===== src/rtl/lcc_pkg.sv =====
package lcc_pkg;

  localparam int LEXEME_MAX_DEF = 63;
  localparam int HEAD_DEPTH     = 8;
  localparam int HEAD_IDX_W     = $clog2(HEAD_DEPTH);
  localparam int SHORT_LEN_W    = $clog2(HEAD_DEPTH + 2);
  localparam int OUT_LEN_W      = 6;
  localparam int KEYWORD_COUNT  = 24;

  localparam logic [7:0] SPACE_CHAR = 8'd32;
  localparam logic [7:0] APOSTROPHE = 8'd39;

  typedef enum logic [2:0] {
    CAT_SEP     = 3'd0,
    CAT_PAR     = 3'd1,
    CAT_OP      = 3'd2,
    CAT_NUM     = 3'd3,
    CAT_KW      = 3'd4,
    CAT_ID      = 3'd5,
    CAT_UNKNOWN = 3'd6
  } category_t;

  typedef enum logic [1:0] {
    NUM_START = 2'd0,
    NUM_INT   = 2'd1,
    NUM_DOT   = 2'd2,
    NUM_FRAC  = 2'd3
  } num_phase_t;

  // Snapshot of the open lexeme handed to the classifier. short_len holds the
  // length while it fits the head buffer and HEAD_DEPTH + 1 once it does not.
  typedef struct packed {
    logic [HEAD_DEPTH-1:0][7:0] head;
    logic [SHORT_LEN_W-1:0]     short_len;
    num_phase_t                 phase;
    logic                       ident_ok;
    logic                       overflow;
  } lex_state_t;

  // Keywords packed with the first character in the top byte, zero padded.
  localparam logic [8*HEAD_DEPTH-1:0] KW_WORDS [KEYWORD_COUNT] = '{
    {"int", 40'd0}, {"char", 32'd0}, {"float", 24'd0}, {"double", 16'd0},
    {"long", 32'd0}, {"short", 24'd0}, {"while", 24'd0}, {"for", 40'd0},
    {"do", 48'd0}, {"if", 48'd0}, {"else", 32'd0}, {"void", 32'd0},
    {"static", 16'd0}, {"break", 24'd0}, {"continue"}, {"default", 8'd0},
    {"const", 24'd0}, {"switch", 16'd0}, {"case", 32'd0}, {"sizeof", 16'd0},
    {"struct", 16'd0}, {"signed", 16'd0}, {"unsigned"}, {"return", 16'd0}
  };

  localparam logic [SHORT_LEN_W-1:0] KW_LENS [KEYWORD_COUNT] = '{
    4'd3, 4'd4, 4'd5, 4'd6, 4'd4, 4'd5, 4'd5, 4'd3,
    4'd2, 4'd2, 4'd4, 4'd4, 4'd6, 4'd5, 4'd8, 4'd7,
    4'd5, 4'd6, 4'd4, 4'd6, 4'd6, 4'd6, 4'd8, 4'd6
  };

  function automatic logic is_digit(input logic [7:0] c);
    return (c >= "0") && (c <= "9");
  endfunction

  function automatic logic is_alpha_us(input logic [7:0] c);
    return ((c >= "a") && (c <= "z")) || ((c >= "A") && (c <= "Z")) || (c == "_");
  endfunction

endpackage


===== src/rtl/lcc_classify.sv =====
module lcc_classify
  import lcc_pkg::*;
(
  input  lex_state_t lex,
  output category_t  category
);

  logic [8*HEAD_DEPTH-1:0] head_word;
  logic                    kw_hit;
  logic                    empty;
  logic                    single_op;
  logic                    double_op;
  logic [7:0]              c0;
  logic [7:0]              c1;

  always_comb begin
    for (int i = 0; i < HEAD_DEPTH; i++) begin
      head_word[8*(HEAD_DEPTH-i)-1 -: 8] = lex.head[i];
    end
  end

  always_comb begin
    kw_hit = 1'b0;
    for (int k = 0; k < KEYWORD_COUNT; k++) begin
      if ((lex.short_len == KW_LENS[k]) && (head_word == KW_WORDS[k])) begin
        kw_hit = 1'b1;
      end
    end
  end

  assign c0    = lex.head[0];
  assign c1    = lex.head[1];
  assign empty = (lex.short_len == '0);

  assign single_op = (c0 == "+") || (c0 == "-") || (c0 == "*") || (c0 == "/") ||
                     (c0 == "%") || (c0 == "=") || (c0 == "<") || (c0 == ">") ||
                     (c0 == "!") || (c0 == "&") || (c0 == "|") || (c0 == "~") ||
                     (c0 == "^");

  assign double_op = ((c0 == "+") && (c1 == "+")) || ((c0 == "-") && (c1 == "-")) ||
                     ((c0 == "=") && (c1 == "=")) || ((c0 == "!") && (c1 == "=")) ||
                     ((c0 == "|") && (c1 == "|")) || ((c0 == "&") && (c1 == "&")) ||
                     ((c0 == ">") && (c1 == "=")) || ((c0 == "<") && (c1 == "="));

  always_comb begin
    if (empty) begin
      category = CAT_UNKNOWN;
    end else if ((c0 == ";") || (c0 == ",") || (c0 == APOSTROPHE)) begin
      category = CAT_SEP;
    end else if ((c0 == "(") || (c0 == ")") || (c0 == "{") || (c0 == "}")) begin
      category = CAT_PAR;
    end else if (!lex.overflow && (lex.short_len == SHORT_LEN_W'(1)) && single_op) begin
      category = CAT_OP;
    end else if (!lex.overflow && (lex.short_len == SHORT_LEN_W'(2)) && double_op) begin
      category = CAT_OP;
    end else if ((lex.phase == NUM_INT) || (lex.phase == NUM_FRAC)) begin
      category = CAT_NUM;
    end else if (!lex.overflow && kw_hit) begin
      category = CAT_KW;
    end else if (lex.ident_ok) begin
      category = CAT_ID;
    end else begin
      category = CAT_UNKNOWN;
    end
  end

endmodule


===== src/rtl/lexeme_category_classifier.sv =====
// Output: the result word is registered and shows on out_valid in the cycle after the accepted space.
// Throughput: one character word per cycle; every input word stalls while a result
// word is waiting in the output register and out_ready is low.
// Reset: synchronous rst_n clears the open lexeme and empties the output register.
module lexeme_category_classifier
  import lcc_pkg::*;
#(
  parameter int LEXEME_MAX = LEXEME_MAX_DEF
) (
  input  logic                 clk,
  input  logic                 rst_n,
  input  logic                 in_valid,
  output logic                 in_ready,
  input  logic [7:0]           in_ch,
  output logic                 out_valid,
  input  logic                 out_ready,
  output logic [2:0]           out_category,
  output logic [OUT_LEN_W-1:0] out_lexeme_length,
  output logic                 out_overlong
);

  localparam int LEN_W = $clog2(LEXEME_MAX + 1);
  localparam int CNT_W = (LEN_W > OUT_LEN_W) ? LEN_W : OUT_LEN_W;

  logic [HEAD_DEPTH-1:0][7:0] head_r;
  logic [HEAD_DEPTH-1:0][7:0] head_nxt;
  logic [CNT_W-1:0]           len_r;
  logic [CNT_W-1:0]           len_nxt;
  num_phase_t                 phase_r;
  num_phase_t                 phase_nxt;
  logic                       ident_r;
  logic                       ident_nxt;
  logic                       ovf_r;
  logic                       ovf_nxt;

  logic                       out_valid_r;
  category_t                  cat_r;
  logic [OUT_LEN_W-1:0]       olen_r;
  logic                       oovl_r;

  logic                       accept;
  logic                       is_space;
  logic                       dig;
  logic                       idc;
  lex_state_t                 lex;
  category_t                  cat;

  assign in_ready = !out_valid_r || out_ready;
  assign accept   = in_valid && in_ready;
  assign is_space = (in_ch == SPACE_CHAR);
  assign dig      = is_digit(in_ch);
  assign idc      = is_alpha_us(in_ch);

  always_comb begin
    lex.head      = head_r;
    lex.short_len = (len_r > CNT_W'(HEAD_DEPTH)) ? SHORT_LEN_W'(HEAD_DEPTH + 1)
                                                 : SHORT_LEN_W'(len_r);
    lex.phase     = phase_r;
    lex.ident_ok  = ident_r;
    lex.overflow  = ovf_r;
  end

  lcc_classify u_classify (
    .lex      (lex),
    .category (cat)
  );

  always_comb begin
    head_nxt  = head_r;
    len_nxt   = len_r;
    phase_nxt = phase_r;
    ident_nxt = ident_r;
    ovf_nxt   = ovf_r;
    if (is_space) begin
      head_nxt  = '0;
      len_nxt   = '0;
      phase_nxt = NUM_START;
      ident_nxt = 1'b1;
      ovf_nxt   = 1'b0;
    end else begin
      if (len_r < CNT_W'(HEAD_DEPTH)) begin
        head_nxt[len_r[HEAD_IDX_W-1:0]] = in_ch;
      end
      if (len_r == '0) begin
        phase_nxt = dig ? NUM_INT : ((in_ch == ".") ? NUM_DOT : NUM_START);
        ident_nxt = idc;
      end else begin
        case (phase_r)
          NUM_INT:  phase_nxt = dig ? NUM_INT : ((in_ch == ".") ? NUM_DOT : NUM_START);
          NUM_DOT:  phase_nxt = dig ? NUM_FRAC : NUM_START;
          NUM_FRAC: phase_nxt = dig ? NUM_FRAC : NUM_START;
          default:  phase_nxt = NUM_START;
        endcase
        if (!(idc || dig)) begin
          ident_nxt = 1'b0;
        end
      end
      if (len_r < CNT_W'(LEXEME_MAX)) begin
        len_nxt = len_r + CNT_W'(1);
      end else begin
        ovf_nxt = 1'b1;
      end
    end
  end

  always_ff @(posedge clk) begin
    if (!rst_n) begin
      head_r      <= '0;
      len_r       <= '0;
      phase_r     <= NUM_START;
      ident_r     <= 1'b1;
      ovf_r       <= 1'b0;
      out_valid_r <= 1'b0;
    end else begin
      if (accept) begin
        head_r  <= head_nxt;
        len_r   <= len_nxt;
        phase_r <= phase_nxt;
        ident_r <= ident_nxt;
        ovf_r   <= ovf_nxt;
      end
      if (accept && is_space) begin
        out_valid_r <= 1'b1;
      end else if (out_ready) begin
        out_valid_r <= 1'b0;
      end
    end
  end

  always_ff @(posedge clk) begin
    if (accept && is_space) begin
      cat_r  <= cat;
      olen_r <= len_r[OUT_LEN_W-1:0];
      oovl_r <= ovf_r;
    end
  end

  assign out_valid         = out_valid_r;
  assign out_category      = cat_r;
  assign out_lexeme_length = olen_r;
  assign out_overlong      = oovl_r;

endmodule

===== config.mk =====
export PLATFORM = sky130hd
export DESIGN_NAME = lexeme_category_classifier
export DESIGN_NICKNAME = d
export VERILOG_FILES = /design/src/rtl/lcc_pkg.sv /design/src/rtl/lcc_classify.sv /design/src/rtl/lexeme_category_classifier.sv
export SDC_FILE = /design/constraint.sdc
export NUM_CORES = 1
export LEC_CHECK = 0
export BUFFER_PORTS_ARGS = -buffer_cell sky130_fd_sc_hd__clkbuf_2
export CORE_AREA = 10 10 114 116
export DETAILED_ROUTE_END_ITERATION = 16
export DIE_AREA = 0 0 124 126
export PLACE_DENSITY = 0.75
export SYNTH_ARGS = -nofsm -noshare
export SYNTH_HDL_FRONTEND = slang
export SYNTH_SLANG_ARGS = --single-unit

===== constraint.sdc =====
create_clock -name clk -period 7.9 [get_ports clk]
set_clock_uncertainty 0.05 [all_clocks]
set_input_delay 0.79 -clock clk [delete_from_list [all_inputs] [get_ports clk]]
set_output_delay 0.79 -clock clk [all_outputs]
set_load 0.02 [all_outputs]

==> impl_metrics.tcl <==
set metrics [dict create \
    status "finished clean" \
    wire_per_inst_um 23.7 \
    synth_top_area_frac 0.293 \
    grtUsageTotal 0.230 \
    grt_pass1_wl_mm 28.0 \
    r2r_setup_slack_ns 4.53 \
    drtAntennaViolNets 0 \
    synth-seq-area-share 0.352 \
    fin_nets 625 \
    synthCells 621 \
    htreeDepth 3 \
    design_area_um2 5410 \
    hold_path.startpoint "head_r[53]" \
    relSlewSlack 0.225 \
    hold_violations 0 \
    io_pins 24 \
    core-area_um2 10700 \
    final_layout_size_suffix_gt1_frac 0.0829 \
    fmax_mhz 297 \
    clk_pin_slew_ns 0.09 \
    grt_max_degree 76 \
    drc 0 \
    first_iter_violations 619 \
    cts-hold-fix-buffers 0 \
    die_w_um 124 \
    required_ns 7.97 \
    clkPwrFrac 0.346 \
    place_congestion 1.00 \
    dp_hpwl_mm 13.1 \
    firstDrtPassIters 6 \
    cts_resized 0 \
    post-route-period-util 0.426 \
    first_global_vias 4835 \
    switching_power_w 0.000227 \
    total_power_w 0.000821 \
    clockBufferDepth 2 \
    synth_area_leaders "dfxtp_1, nor2b_1, a22oi_1" \
    finalMaxSlewViolations 0 \
    clkSinkCount 85 \
    power.density_nw_per_um2 152 \
    tightest_slew_ns 1.16 \
    maxCapViolCount 0 \
    pwr-share-seq 0.562 \
    p_leak_nw 1.62 \
    cts_made_buffers 9 \
    synthesis.area_um2 5120 \
    synth-async-reset-ratio 0 \
    yosysTopAreaCell "dfxtp_1" \
    endpoint_kind "flip-flop" \
    synth-seq-cells 85 \
    r2r_cells 8 \
    synth_cell_types 63 \
    r2r-end "out_category[1]" \
    power.ir.vdd_worst_mv 0.123 \
    cp_max_fo 15 \
    placement.io_buffers 23 \
    grt_overflow 0 \
    synthFlopType "dfxtp_1" \
    hold_class "reg2reg" \
    min_period_ns 3.37 \
    start_util 0.479 \
    vias 5161 \
    combPwrFrac 0.092 \
    rsz0062_at_grt "false" \
    hold_ws_ns 0.498 \
    crit_type "reg2reg" \
    fp.dieH_um 126 \
    synthesis.nets 635 \
    clockRootBuffer "clkbuf_8" \
    p_sw_frac 0.277 \
    grt_antenna_before_repair 0 \
    arrival_ns 3.44 \
    wl_mm 17.9 \
    synth_edf_count 10 \
    synth_most_common_cell "nor2b_1" \
    postCtsSetupBuffers 0 \
    syn2layout_area_growth_pct 5.64 \
    row_count 38 \
    startpoint "head_r[1]" \
    post-route-util 0.506 \
    setup_viol 0 \
    worstSetupStartpointType "flip-flop" \
    placed_area_um2 5240 \
    yosysWarnings 0 \
    ys_top_cells_by_count "nor2b_1, dfxtp_1, a22oi_1" \
    vias_per_cell 6.84 \
    n_fill_cell 1033 \
    clk_latency_ns 0.37 \
    syn_area_per_cell_um2 8.25 \
    intPower_w 0.000594 \
    reg2reg_from "head_r[1]" \
    dieArea_um2 15600 \
    cts_tree "built" \
    crit_path_end "out_category[1]" \
    diodes 0 \
    tns_ns 0 \
]
-- per-stage QoR --
step / setup WS [ns] / std cells
6_report: 4.53 / 755
5_1_grt: 4.22 / 755
4_1_cts: 4.59 / 755
3_5_place_dp: 4.21 / 740
3_3_place_gp: 4.31 / 740
2_1_floorplan: 5.01 / 621
-- kinds of logic (layout without fill, tap and decap cells) --
group,after synthesis,after routing,share of synthesized area
simple gates,352,352,0.423
compound gates,127,127,0.177
flops,85,85,0.352
buf+inv,54,48,0.0420
fa+ha+maj,2,2,0.00488
xor+xnor,1,1,0.00171
-- state kept, by name (all words and copies together), names as in the netlist --
name               count
out_overlong           1
out_category           3
out_valid              1
ovf_r                  1
ident_r                1
out_lexeme_length      6
len_r                  6
phase_r                2
head_r                64
-- worst min-delay path by stage --
stage / cells past startpoint / to / slack [ns]
after floorplan: 0 / out_lexeme_length[3] / 0.36
after global placement: 2 / head_r[49] / 0.46
after detailed placement: 2 / head_r[61] / 0.48
after CTS: 2 / head_r[53] / 0.50
after global routing: 2 / head_r[53] / 0.53
final: 2 / head_r[53] / 0.50
-- area by class of cell --
cell class	count	area [um2]	share of cell area
flip-flops and latches	85	1800	0.333
clock inverters	5	35.0	0.00647
multi-input cells	482	3110	0.574
clock buffers	10	138	0.0254
well taps	140	175	0.0324
repair buffers	24	123	0.0227
inverters	9	33.8	0.00624
-- critical path, cell delays in order (launching register included) --
cell and delay (ns):
dfxtp_1 0.66, nand4bb_1 0.37, nor2_1 0.36, nand3b_1 0.20
or4_1 0.54, a41oi_1 0.31, o31a_1 0.25, nor3_1 0.06
o41a_1 0.30
-- placed cells by master, fill, tap and decap left out, types with 3 or more instances in the layout --
cell type / synthesis / routed
a2111oi_0: 3 / 3
a21boi_0: 3 / 3
a21oi_1: 12 / 12
a22oi_1: 61 / 61
a31oi_1: 4 / 4
a32oi_1: 6 / 6
and2_1: 8 / 8
and3_1: 6 / 6
and4_1: 4 / 4
and4b_1: 5 / 5
clkbuf_2: 0 / 23
clkbuf_8: 0 / 10
dfxtp_1: 75 / 75
edfxtp_1: 10 / 10
inv_1: 8 / 8
nand2_1: 41 / 41
nand2b_1: 9 / 9
nand3_1: 18 / 18
nand3b_1: 8 / 8
nand4_1: 20 / 20
nand4b_1: 9 / 9
nand4bb_1: 7 / 7
nor2_1: 36 / 36
nor2b_1: 76 / 76
nor3_1: 26 / 26
nor3b_1: 8 / 8
nor4_1: 23 / 23
nor4b_1: 8 / 8
nor4bb_1: 4 / 4
o21ai_0: 9 / 9
o21ai_1: 7 / 7
o22ai_1: 5 / 5
o31ai_1: 4 / 4
or2_2: 3 / 3
or3_1: 8 / 8
or4_1: 8 / 8
or4b_1: 4 / 4
or4b_2: 3 / 3
-- power by group through the flow --
stage / Combinational, W / Sequential [W] / Clock, W
final: 0.0000753 / 0.000462 / 0.000284
after floorplan: 0.0000621 / 0.000458 / 0
after global routing: 0.0000816 / 0.000463 / 0.000305
after CTS: 0.0000738 / 0.000461 / 0.000287
after global placement: 0.0000719 / 0.000470 / 0
after detailed placement: 0.0000736 / 0.000471 / 0
-- metal layers --
| metal | vias to the layer above | GRT usage | part of all wire |
|---|---|---|---|
| li1 | 2342 | - | - |
| met1 | 2532 | 0.297 | 0.42 |
| met2 | 241 | 0.355 | 0.46 |
| met3 | 46 | 0.0576 | 0.083 |
| met4 | 0 | 0.0935 | 0.032 |
| met5 | - | 0 | 0 |
Power figures use the tool's default switching activity.
